[src/svm_pkg.sv]
`timescale 1ns / 1ps
// Shared types, widths and constants for the space vector PWM modulator.
// No dependencies; every other file imports this package.
package svm_pkg;

  localparam int AngleTableBits = 10;
  localparam logic [15:0] AngleMask =
    16'(((1 << AngleTableBits) - 1) << (16 - AngleTableBits));

  localparam logic [16:0] Sqrt3 = 17'd113512;
  localparam logic [15:0] SinA  = 16'd51472;
  localparam logic [15:0] SinB  = 16'd21024;
  localparam logic [11:0] SinC  = 12'd2320;

  localparam int AbW  = 28;       // alpha / beta
  localparam int MW   = 30;       // sqrt3 * alpha
  localparam int VW   = 31;       // doubled projections
  localparam int XW   = 28;       // active vector magnitudes
  localparam int NW   = 36;       // unscaled vector times
  localparam int QW   = 16;       // scaled vector times
  localparam int SumW = NW + 1;

  localparam int CfgIdxW = 3;
  localparam logic [CfgIdxW-1:0] RegPeriod = 3'd0;
  localparam logic [CfgIdxW-1:0] RegLimit  = 3'd1;
  localparam logic [CfgIdxW-1:0] RegBus    = 3'd2;
  localparam logic [CfgIdxW-1:0] RegAfter  = 3'd3;
  localparam logic [CfgIdxW-1:0] RegBefore = 3'd4;

  localparam logic [2:0] SecNone = 3'd0;
  localparam logic [2:0] Sec1    = 3'd1;
  localparam logic [2:0] Sec2    = 3'd2;
  localparam logic [2:0] Sec3    = 3'd3;
  localparam logic [2:0] Sec4    = 3'd4;
  localparam logic [2:0] Sec5    = 3'd5;
  localparam logic [2:0] Sec6    = 3'd6;

  typedef struct packed {
    logic [15:0] period;
    logic [15:0] limit;
    logic [14:0] bus;
    logic [15:0] after;
    logic [15:0] prior;
  } cfg_t;

  typedef struct packed {
    logic signed [AbW-1:0] alpha;
    logic signed [AbW-1:0] beta;
  } ab_t;

  typedef struct packed {
    logic [2:0]    sector;
    logic [XW-1:0] x;
    logic [XW-1:0] y;
  } xy_t;

  typedef struct packed {
    logic [2:0]  sector;
    logic [15:0] tx;
    logic [15:0] ty;
    logic        over;
  } vt_t;

  typedef struct packed {
    logic [2:0]  sector;
    logic [15:0] ca;
    logic [15:0] cb;
    logic [15:0] cc;
    logic [15:0] trig;
    logic        over;
  } res_t;

  // sign pattern {V3>0, V2>0, V1>0} to sector
  function automatic logic [2:0] sector_of_n(input logic [2:0] n);
    logic [2:0] s;
    unique case (n)
      3'd3:    s = Sec1;
      3'd1:    s = Sec2;
      3'd5:    s = Sec3;
      3'd4:    s = Sec4;
      3'd6:    s = Sec5;
      3'd2:    s = Sec6;
      default: s = SecNone;
    endcase
    return s;
  endfunction

endpackage

[src/svm_compare.sv]
`timescale 1ns / 1ps
// Seven-segment compare values per phase and the ADC sample point.
// Depends on svm_pkg.
module svm_compare import svm_pkg::*; (
  input  logic clk_i,
  input  logic rst_ni,
  input  logic en_i,
  input  cfg_t cfg_i,
  input  logic vld_i,
  input  vt_t  vt_i,
  output logic vld_o,
  output res_t res_o
);

  localparam int Lat = 3;

  logic [Lat-1:0] vld_q;
  logic [15:0] ta_q, tb_q, tc_q;
  logic [2:0]  sec1_q, sec2_q;
  logic        over1_q, over2_q;
  logic [15:0] ca_q, cb_q, cc_q, limm1_q, lbef_q, laft_q;
  logic        c1_q, c2_q;
  res_t res_q;

  logic [17:0] ta18, tb18, tc18;
  logic [15:0] ca_d, cb_d, cc_d, gap, delta, fold, trig;

  always_comb begin
    ta18 = {2'b00, cfg_i.period} - {2'b00, vt_i.tx} - {2'b00, vt_i.ty};
    tb18 = {2'b00, cfg_i.period} + {2'b00, vt_i.tx} - {2'b00, vt_i.ty};
    tc18 = {2'b00, cfg_i.period} + {2'b00, vt_i.tx} + {2'b00, vt_i.ty};
    gap   = cfg_i.limit - ta_q;
    delta = ta_q - tb_q;
    case (sec1_q)
      Sec1:    begin ca_d = ta_q; cb_d = tb_q; cc_d = tc_q; end
      Sec2:    begin ca_d = tb_q; cb_d = ta_q; cc_d = tc_q; end
      Sec3:    begin ca_d = tc_q; cb_d = ta_q; cc_d = tb_q; end
      Sec4:    begin ca_d = tc_q; cb_d = tb_q; cc_d = ta_q; end
      Sec5:    begin ca_d = tb_q; cb_d = tc_q; cc_d = ta_q; end
      default: begin ca_d = ta_q; cb_d = tc_q; cc_d = tb_q; end
    endcase
    // reflect a late sample point about the compare limit
    fold = (laft_q >= cfg_i.limit) ? 16'(cfg_i.limit + cfg_i.limit - laft_q - 16'd1)
                                   : laft_q;
    trig = c1_q ? limm1_q : (c2_q ? lbef_q : fold);
  end

  always_ff @(posedge clk_i or negedge rst_ni) begin
    if (!rst_ni) begin
      vld_q <= '0;
    end else if (en_i) begin
      vld_q <= {vld_q[Lat-2:0], vld_i};
    end
  end

  always_ff @(posedge clk_i) begin
    if (en_i) begin
      ta_q    <= ta18[17:2];
      tb_q    <= tb18[17:2];
      tc_q    <= tc18[17:2];
      sec1_q  <= vt_i.sector;
      over1_q <= vt_i.over;
      ca_q    <= ca_d;
      cb_q    <= cb_d;
      cc_q    <= cc_d;
      sec2_q  <= sec1_q;
      over2_q <= over1_q;
      c1_q    <= gap > cfg_i.after;
      c2_q    <= {1'b0, delta} > {gap, 1'b0};
      limm1_q <= cfg_i.limit - 16'd1;
      lbef_q  <= ta_q - cfg_i.prior;
      laft_q  <= ta_q + cfg_i.after;
      if (sec2_q == SecNone) begin
        res_q <= '0;
      end else begin
        res_q.sector <= sec2_q;
        res_q.ca     <= ca_q;
        res_q.cb     <= cb_q;
        res_q.cc     <= cc_q;
        res_q.trig   <= trig;
        res_q.over   <= over2_q;
      end
    end
  end

  assign vld_o = vld_q[Lat-1];
  assign res_o = res_q;

endmodule

[config.mk]
export PLATFORM = sky130hd
export DESIGN_NAME = svm_compare
export DESIGN_NICKNAME = d
export VERILOG_FILES = /design/src/svm_pkg.sv /design/src/svm_compare.sv
export SDC_FILE = /design/constraint.sdc
export NUM_CORES = 1
export LEC_CHECK = 0
export BUFFER_PORTS_ARGS = -buffer_cell sky130_fd_sc_hd__buf_2
export CORE_UTILIZATION = 37
export CTS_BUF_LIST = sky130_fd_sc_hd__clkbuf_4 sky130_fd_sc_hd__clkbuf_8 sky130_fd_sc_hd__clkbuf_16
export CTS_CLUSTER_SIZE = 24
export DETAILED_ROUTE_END_ITERATION = 12
export PLACE_DENSITY_LB_ADDON = 0.1
export SKIP_LAST_GASP = 1
export SLEW_MARGIN = 20
export SYNTH_ARGS = -nofsm -noshare
export SYNTH_HDL_FRONTEND = slang
export SYNTH_SLANG_ARGS = --single-unit
[constraint.sdc]
create_clock -name clk_i -period 10.7 [get_ports clk_i]
set_input_delay 2.14 -clock clk_i [delete_from_list [all_inputs] [get_ports clk_i]]
set_output_delay 2.14 -clock clk_i [all_outputs]
set_load 0.005 [all_outputs]
==> results of run 1 <==
==> flip-flops by register name, indices dropped and copies added, names as in the netlist <==
signal	flops
res_o	68
ca_q	16
cb_q	16
cc_q	16
laft_q	16
lbef_q	16
limm1_q	16
ta_q	16
tb_q	16
tc_q	16
sec1_q	3
sec2_q	3
vld_q	3
c1_q	1
c2_q	1
over1_q	1
over2_q	1
==> through the flow <==
stage          instance area (um2)  setup WS, ps  hold slack [ps]
2_1_floorplan                16610          5132            400.3
3_3_place_gp                 18120          4540            406.4
3_5_place_dp                 18120          4497            409.8
4_1_cts                      18900          5080            424.7
5_1_grt                      18900          4765            431.4
6_report                     18900          5067            422.2
==> routing by layer <==
metal | track usage [%] | vias up
li1 | - | 6321
met1 | 25.82 | 5938
met2 | 33.09 | 321
met3 | 1.655 | 61
met4 | 5.468 | 0
met5 | 0 | -
==> cells in the final DEF, fill, tap and decap left out, types with 8 or more instances in the layout <==
master     count
a211o_1        8
ha_1         197
mux2_2        11
a211oi_1      14
edfxtp_1     222
a221o_1       16
and3_1        10
o22ai_1       19
o21ai_0       66
o21bai_1      14
a21o_1        26
buf_2        171
nand2b_1      13
xor2_1        35
nand3_1       22
mux2i_1       17
or3_1          8
clkinv_2       8
a22oi_1       20
a21oi_1       91
xnor2_1      108
nor2b_1       78
buf_4         11
o221ai_1       9
clkbuf_16     25
nand2_1      105
o21a_1        31
inv_1        177
nand4_1       14
nor2_1       123
nor3_1        52
==> power groups by stage <==
stage | clock, mW | sequential (mW) | combinational, mW
after floorplan | 0 | 1.39 | 1.58
after global placement | 0 | 1.50 | 2.07
after detailed placement | 0 | 1.50 | 2.11
after CTS | 0.842 | 1.48 | 2.12
after global routing | 0.869 | 1.50 | 2.39
final | 0.817 | 1.48 | 2.11
==> Yosys cell counts, types with 3 or more instances <==
master       n  area (um2)
a41oi_1      4       35.03
o22ai_1     19       118.9
inv_1      177       664.4
ha_1       197        2465
a21o_1      26       195.2
a21oi_1     91       455.4
o31ai_1      3       22.52
nor3b_1      5       37.54
nor3_1      53       265.3
and3_1      10       62.56
or2_2        7       43.79
a31o_2       5       43.79
nor2_1     125       469.2
xor2_1      35       306.5
a311oi_1     4       35.03
nor4_1       5       31.28
fa_1         7       140.1
a211oi_1    14       105.1
o21a_1      31       232.7
nand3_1     22       110.1
a221oi_1     4       35.03
nand2_1    105       394.1
o2111ai_1    5       43.79
buf_2        4       20.02
nand4_1     14       87.58
o211ai_1     6       45.04
o21bai_1    14       105.1
edfxtp_1   222        6666
mux2_2      11       123.9
o21ai_1      3       15.01
a211o_1      8       70.07
o21ai_0     66       330.3
nor2b_1     78       488.0
a31oi_1      6       37.54
o221ai_1     9       78.83
xnor2_1    108       945.9
a221o_1     16       160.2
a22oi_1     20       150.1
a21boi_0     7       52.55
or3_1        8       50.05
mux2i_1     17       170.2
and2_1       7       43.79
dfrtp_1      3       75.07
clkbuf_1    39       146.4
nand2b_1    13       81.33
==> cells by family (layout without fill, tap and decap cells) <==
kind of cell,Yosys count,in the layout
buffers and inverters,225,407
multiplexers,28,28
flip-flops,225,225
AO/OA/AOI/OAI,384,384
other,0,1
XOR/XNOR,143,143
adder cells (fa/ha/maj),204,204
AND/OR/NAND/NOR,460,460
==> path summary, 6_finish.rpt <==
check,from,to,slack (ps),cells past startpoint
max,cfg_i[63],tb_q[14]$_DFFE_PP_,5070,20
min,over1_q$_DFFE_PP_,over2_q$_DFFE_PP_,420,0
max reg2reg,ta_q[1]$_DFFE_PP_,c1_q$_DFFE_PP_,6350,17
min reg2reg,over1_q$_DFFE_PP_,over2_q$_DFFE_PP_,420,0
max in group asynchronous,rst_ni,vld_q[2]$_DFFE_PN0P_,9210,1
min in group asynchronous,rst_ni,vld_q[0]$_DFFE_PN0P_,1380,1
==> final cells by class <==
class,instances,area [um2]
flip-flops and latches,225,6741
multi-input cells,1219,9017
clock buffers,27,640.6
well taps,592,740.7
inverters,179,671.9
fillers,4315,25320
clock inverters,18,132.6
diodes,1,2.502
repair buffers,183,953.4
==> flow_summary.json, run 1 <==
{
  "drive_gt1_share_pct": 14.37,
  "internal_power_mw": 2.682,
  "critPathLaunchType": "input pin",
  "ys_seq_area_share_pct": 40.60,
  "ir_worst_vdd_mv": 0.1288,
  "max_stage_delay_ps": 400,
  "avgSynthCellArea_um2": 9.950,
  "via_count": 12640,
  "cts_buffers": 25,
  "swShare_pct": 39.19,
  "worstPathArrival_ps": 5910,
  "seqPwrFrac_pct": 33.6,
  "cts.htree.levels": 1,
  "die_y_um": 213.9,
  "dieArea_mm2": 0.04573,
  "ys_types": 74,
  "relSlewSlack_pct": 37.62,
  "synthAdderAreaFrac_pct": 15.69,
  "outcome": "finished clean",
  "power_switching_mw": 1.728,
  "path_class": "in -> reg",
  "slew_violations": 0,
  "antenna_found_initial": 1,
  "io_pins": 188,
  "ys_ff_latch": 225,
  "path_buf_inv": 2,
  "chipWidth_um": 213.9,
  "syn_inst": 1669,
  "synth_top_family_by_area": "compound AO/OA/AOI/OAI gates",
  "period_needed_ps": 5633,
  "drtIter0Drc": 706,
  "cts_sinks": 225,
  "hold_path.class": "reg -> reg",
  "clockBufferDepth": 3,
  "avgViaCountPerCell": 5.172,
  "drc_errors": 0,
  "hold_buffers": 0,
  "ys_warn_count": 0,
  "critPathSlowestCell": "fa_1",
  "rsz0062_at_grt": "no",
  "nets": 2156,
  "clkPwrFrac_pct": 18.5,
  "synth-compound-area-share_pct": 15.75,
  "coreArea_mm2": 0.04422,
  "wl_met2_um": 20740,
  "cts-root-buf": "clkbuf_16",
  "critPathRequiredTime_ps": 10980,
  "syn_to_final_growth_pct": 13.82,
  "grt_overflow": 0,
  "p_comb_share_pct": 47.8,
  "p_leak_nw": 8.205,
  "setup_tns_ps": 0,
  "max_cap_violations": 0,
  "synthSimpleGateAreaFrac_pct": 13.49,
  "syn_nets": 1992,
  "pwr_density_cell_mw_per_mm2": 233.3,
  "wl_met1_um": 20210,
  "cp_cell_sequence": "buf_2 > ha_1 > inv_1 > fa_1 > o21bai_1 > a21oi_1 > nor2_1 > nor2_1 > o21ai_0 > xnor2_1 > ha_1 > and3_2 > a221o_1 > a31oi_2 > o21ai_2 > o2111ai_1 > a21oi_1 > o21ai_1 > nand2b_1 > xnor2_1",
  "detailroute.wirelength.met3_um": 1838,
  "totalWireLength_um": 43730,
  "synth_xor_area_share_pct": 7.542,
  "ant_nets": 0,
  "start_util_pct": 37.55,
  "endpoint_kind": "register",
  "row_count": 77,
  "dp_cells": 2398,
  "final_core_util_pct": 42.74,
  "setup-violations-final": 0,
  "fin_cells": 2444,
  "syn_area_mm2": 0.01661,
  "tritoncts": "done",
  "async_flop_share_pct": 1.333,
  "cts_setup_buffers": 0,
  "synthFlopType": "edfxtp_1",
  "dr.pass1.iters": 5,
  "grt_max_degree": 103,
  "fmax_ghz": 0.1775,
  "tightest_slew_ps": 935.7,
  "track_usage_pct": 19.27,
  "cts_resized": 0,
  "grt_pass1_vias": 12540,
  "clkTransAtPathRegs_ps": 70,
  "fin_crit_sh_pct": 52.64,
  "grt_first_pass_wirelength_um": 67700,
  "final_hold_viol_count": 0,
  "synthMuxAreaShare_pct": 1.771,
  "top_signal_layer_used": "met4",
  "final.setup_skew_ps": 13.22,
  "crit_path_max_fanout": 6,
  "cpLargestDelayFamily": "compound AO/OA/AOI/OAI gates",
  "wl_per_cell_um": 17.89,
  "total_power_mw": 4.410,
  "portBuffers": 172,
  "clock_latency_ps": 550,
  "synth_edf_count": 222,
  "dp.final_hpwl_um": 35100,
  "gp_congestion": 0.8840
}
Power figures use the tool's default switching activity.
==> inputs of run 2 (changes only) <==
==> constraint.sdc (replaced) <==
create_clock -name clk_i -period 4.82 [get_ports clk_i]
set_input_delay 0.964 -clock clk_i [delete_from_list [all_inputs] [get_ports clk_i]]
set_output_delay 0.964 -clock clk_i [all_outputs]
set_load 0.005 [all_outputs]
==> run 2 against run 1 <==
Effect of this change: via count rose by 0.14%; cell area rose by 0.91%; largest cell class unchanged; largest power group unchanged; sequential cell count did not move; core utilization rose by 0.39 points.
==> flow_summary.json, run 2 (synthesis results as in run 1) <==
{
  "syn_to_final_growth_pct": 14.85,
  "rsz0062_at_grt": "no",
  "fin_cells": 2462,
  "endpoint_kind": "register",
  "most-common-layout-cells": "edfxtp_1, ha_1, inv_1, buf_2, nor2_1",
  "cts_resized": 0,
  "hold_buffers": 0,
  "cts.htree.levels": 1,
  "slew_violations": 0,
  "layout_commonest_cell": "edfxtp_1",
  "top_usage_layer": "met2",
  "pwr_density_cell_mw_per_mm2": 515.4,
  "track_usage_pct": 19.33,
  "grtUsageMet2_pct": 32.62,
  "chipWidth_um": 213.9,
  "max_cap_violations": 0,
  "clockBufferDepth": 3,
  "place_ws_ps": -69.61,
  "antenna_found_initial": 0,
  "totalWireLength_um": 43610,
  "p_leak_nw": 8.320,
  "ir_worst_vdd_mv": 0.2361,
  "outcome": "finished clean",
  "grt_use_met1_pct": 26.25,
  "cts_sinks": 225,
  "drtIter0Drc": 792,
  "crit_path_start": "cfg_i[47]",
  "fin_crit_sh_pct": 90.24,
  "fill_cells": 4320,
  "critPathRequiredTime_ps": 5100,
  "portBuffers": 172,
  "die_y_um": 213.9,
  "grt_max_degree": 127,
  "final_core_util_pct": 43.13,
  "setup-violations-final": 0,
  "final.setup_skew_ps": 17.99,
  "final_hold_viol_count": 0,
  "worstPathArrival_ps": 4630,
  "tritoncts": "done",
  "period_needed_ps": 4350,
  "nets": 2178,
  "dp.final_hpwl_um": 35280,
  "drc_errors": 0,
  "grt_use_met3_pct": 1.435,
  "crit_path_max_fanout": 2,
  "fin_ws_ps": 470.5,
  "dp_cells": 2421,
  "io_pins": 188,
  "tightest_slew_ps": 1078,
  "largest_reg_flops": 68,
  "cts_setup_buffers": 0,
  "path_class": "in -> reg",
  "r2r-start": "ta_q[0]$_DFFE_PP_",
  "drive_gt1_share_pct": 15.35,
  "multi_input_area_mm2": 0.009017,
  "gp_congestion": 0.9007,
  "via_count": 12660,
  "antennaDiodeCount": 0,
  "clock_latency_ps": 540,
  "relSlewSlack_pct": 27.97,
  "fmax_ghz": 0.2299,
  "grt_pass1_vias": 12500,
  "clkTransAtPathRegs_ps": 60,
  "critPathLaunchType": "input pin",
  "seq_area_mm2": 0.006741,
  "wl_per_cell_um": 17.71,
  "cts-root-buf": "clkbuf_16",
  "setup_tns_ps": 0,
  "dr.pass1.iters": 6,
  "avgViaCountPerCell": 5.142,
  "cts_buffers": 24,
  "grt_overflow": 0,
  "start_util_pct": 37.55,
  "row_count": 77,
  "hold_path.class": "in -> async",
  "dieArea_mm2": 0.04573,
  "ant_nets": 0,
  "coreArea_mm2": 0.04422,
  "grt_first_pass_wirelength_um": 67990
}
run 2: final timing paths:
kind,end,slack [ps],depth (start not counted)
worst max-delay path,c1_q$_DFFE_PP_,470,19
worst min-delay path,vld_q[2]$_DFFE_PN0P_,220,1
max in group asynchronous,vld_q[0]$_DFFE_PN0P_,4500,1
worst max register to register,c1_q$_DFFE_PP_,630,17
worst min register to register,over2_q$_DFFE_PP_,430,0
min in group clk_i,over2_q$_DFFE_PP_,430,0
run 2: metrics by stage:
step           hold slack, ps  power (mW)  cell area [um2]
6_report                216.9       9.829            19070
4_1_cts                 196.3       9.915            19070
2_1_floorplan           400.3       6.602            16610
3_5_place_dp            413.6       8.072            18310
5_1_grt                 209.0       10.61            19070
3_3_place_gp            403.4       7.985            18310
run 2: routing by layer:
metal | wire length, um | vias to the layer above | part of all wire, %
met2 | 20420 | 317 | 47
met1 | 20060 | 5888 | 46
li1 | - | 6386 | -
met4 | 1246 | 0 | 2.9
met5 | 0 | - | 0
met3 | 1872 | 68 | 4.3
run 2: cell type report:
cell class / count / area share (%)
Multi-Input combinational cell: 1219 / 47.28
Inverter: 179 / 3.523
Tap cell: 592 / 3.884
Clock inverter: 11 / 0.6101
Timing Repair Buffer: 206 / 5.970
Sequential cell: 225 / 35.35
Clock buffer: 30 / 3.385
run 2: worst max-delay path, cell delays in order:
cell and delay, ps:
buf_2 120, inv_1 150, ha_1 190, inv_1 50, fa_1 390, a21o_1 180, a21oi_1 230, o21bai_1 130
a211o_1 330, nand3_1 120, nand4_1 130, a31o_2 270, a21o_1 200, xor2_1 140, ha_1 290, a21o_1 160
a211oi_1 320, buf_4 170, a22oi_1 70
run 2: power breakdown:
group          switching, mW  total, mW  internal (mW)
combinational           2.64       4.78           2.14
clock                  0.743       1.80           1.06
sequential             0.408       3.25           2.84
==> inputs of run 3 (changes only) <==
--- a/config.mk
+++ b/config.mk
@@ -10,7 +10,6 @@
 export CTS_BUF_LIST = sky130_fd_sc_hd__clkbuf_4 sky130_fd_sc_hd__clkbuf_8 sky130_fd_sc_hd__clkbuf_16
 export CTS_CLUSTER_SIZE = 24
 export DETAILED_ROUTE_END_ITERATION = 12
-export PLACE_DENSITY_LB_ADDON = 0.1
 export SKIP_LAST_GASP = 1
 export SLEW_MARGIN = 20
 export SYNTH_ARGS = -nofsm -noshare
==> constraint.sdc (replaced) <==
create_clock -name clk_i -period 4.82 [get_ports clk_i]
set_input_delay 0.964 -clock clk_i [delete_from_list [all_inputs] [get_ports clk_i]]
set_output_delay 0.964 -clock clk_i [all_outputs]
set_load 0.01 [all_outputs]
==> run 3 against run 2 <==
Effect of this change: critical path type unchanged; worst hold slack got worse by 7.8 ps; clock power about the same; non-clock buffer count decreased by 6; cell area about the same; critical endpoint is now tc_q[14]$_DFFE_PP_; cell count hardly changed; critical path depth is the same; count of clock-buffer cells in the layout fell by 2.
==> flow_summary.json, run 3 (synthesis results as in run 1) <==
{
  "totalWireLength_um": 43060,
  "fin_crit_sh_pct": 88.16,
  "antennaDiodeCount": 0,
  "hold_slack_ps": 209.2,
  "grt_max_degree": 103,
  "largest_reg_flops": 68,
  "detailroute.wirelength.met3_um": 1895,
  "tightest_slew_ps": 947.4,
  "wl_per_cell_um": 17.50,
  "drtIter0Drc": 849,
  "coreArea_mm2": 0.04422,
  "cts_buffers": 25,
  "cts_setup_buffers": 0,
  "final_hold_viol_count": 0,
  "tritoncts": "done",
  "die_y_um": 213.9,
  "clkTransAtPathRegs_ps": 60,
  "start_util_pct": 37.55,
  "place_ws_ps": -1.585,
  "slew_violations": 0,
  "max_cap_violations": 0,
  "via_count": 12780,
  "setup-violations-final": 0,
  "rsz0062_at_grt": "no",
  "fill_cells": 4256,
  "ant_nets": 0,
  "dp.final_hpwl_um": 34710,
  "ir_worst_vdd_mv": 0.2857,
  "grt_pass1_vias": 12560,
  "outcome": "finished clean",
  "critPathLaunchType": "input pin",
  "fmax_ghz": 0.2353,
  "cts.htree.levels": 1,
  "fin_ws_ps": 570.5,
  "period_needed_ps": 4250,
  "hold_path.class": "in -> async",
  "p_leak_nw": 8.296,
  "seq_area_mm2": 0.006741,
  "drc_errors": 0,
  "pwr_density_cell_mw_per_mm2": 519.2,
  "worstPathArrival_ps": 4540,
  "grt_first_pass_wirelength_um": 66430,
  "antenna_found_initial": 0,
  "row_count": 77,
  "hold_buffers": 0,
  "cts_sinks": 225,
  "setup_tns_ps": 0,
  "cts-root-buf": "clkbuf_16",
  "critPathRequiredTime_ps": 5110,
  "wl_met2_um": 19720,
  "top_signal_layer_used": "met4",
  "io_pins": 188,
  "multi_input_area_mm2": 0.009012,
  "syn_to_final_growth_pct": 14.76,
  "crit_path_max_fanout": 3,
  "nets": 2173,
  "final.setup_skew_ps": 11.37,
  "most-common-layout-cells": "edfxtp_1, ha_1, inv_1, buf_2, nor2_1",
  "layout_commonest_cell": "edfxtp_1",
  "relSlewSlack_pct": 36.84,
  "path_class": "in -> reg",
  "grt_overflow": 0,
  "gp_congestion": 0.9181,
  "avgViaCountPerCell": 5.196,
  "dieArea_mm2": 0.04573,
  "clock_latency_ps": 550,
  "endpoint_kind": "register",
  "cts_resized": 0,
  "portBuffers": 172,
  "drive_gt1_share_pct": 14.94,
  "clockBufferDepth": 3,
  "chipWidth_um": 213.9,
  "dr.pass1.iters": 7,
  "track_usage_pct": 18.76,
  "wl_met1_um": 19650
}
-- run 3: final timing paths --
path	depth (start not counted)	start	slack, ps	to
worst max-delay path	19	cfg_i[63]	570	tc_q[14]$_DFFE_PP_
worst min-delay path	1	rst_ni	210	vld_q[1]$_DFFE_PN0P_
worst max register to register	18	ta_q[0]$_DFFE_PP_	600	c1_q$_DFFE_PP_
worst min register to register	0	over1_q$_DFFE_PP_	440	over2_q$_DFFE_PP_
max in group asynchronous	1	rst_ni	4500	vld_q[2]$_DFFE_PN0P_
min in group clk_i	0	over1_q$_DFFE_PP_	440	over2_q$_DFFE_PP_
-- run 3: per-layer routing --
metal / vias to the layer above / GRT usage [%]
met5: - / 0
met4: 0 / 8.128
met3: 93 / 2.021
met2: 319 / 31.14
met1: 6011 / 24.74
li1: 6359 / -
-- run 3: power breakdown --
group	switching, mW	internal (mW)	leakage (nW)	total (mW)
combinational	2.64	2.14	5.69	4.79
clock	0.800	1.03	0.386	1.83
sequential	0.436	2.84	2.22	3.28
total	3.88	6.02	8.30	9.89
-- run 3: cell type report --
cell class	instances	share of cell area, %
well taps	592	3.887
clock inverters	17	0.7222
repair buffers	200	5.797
multi-input cells	1219	47.29
inverters	179	3.526
flip-flops and latches	225	35.38
clock buffers	28	3.401
-- run 3: metrics by stage --
stage	cell area (um2)	utilization (%)	total power [mW]	cells
after floorplan	16610	-	6.647	1669
after global placement	18270	41.32	7.951	2415
after detailed placement	18270	41.32	8.076	2415
after CTS	19060	43.09	9.937	2460
after global routing	19060	43.09	10.65	2460
final	19060	43.09	9.895	2460
-- run 3: critical path, cell delays in order --
cell and delay (ps):
buf_2 90, ha_1 160, inv_1 50, fa_1 400, o21bai_1 170, a21oi_1 110
nor2_1 150, nor2_1 50, o21ai_0 190, xnor2_1 190, ha_1 290, or4_1 520
a21o_1 200, a311oi_2 270, o41a_4 200, a311o_2 210, a21oi_2 80, o21bai_2 150
xor2_1 80
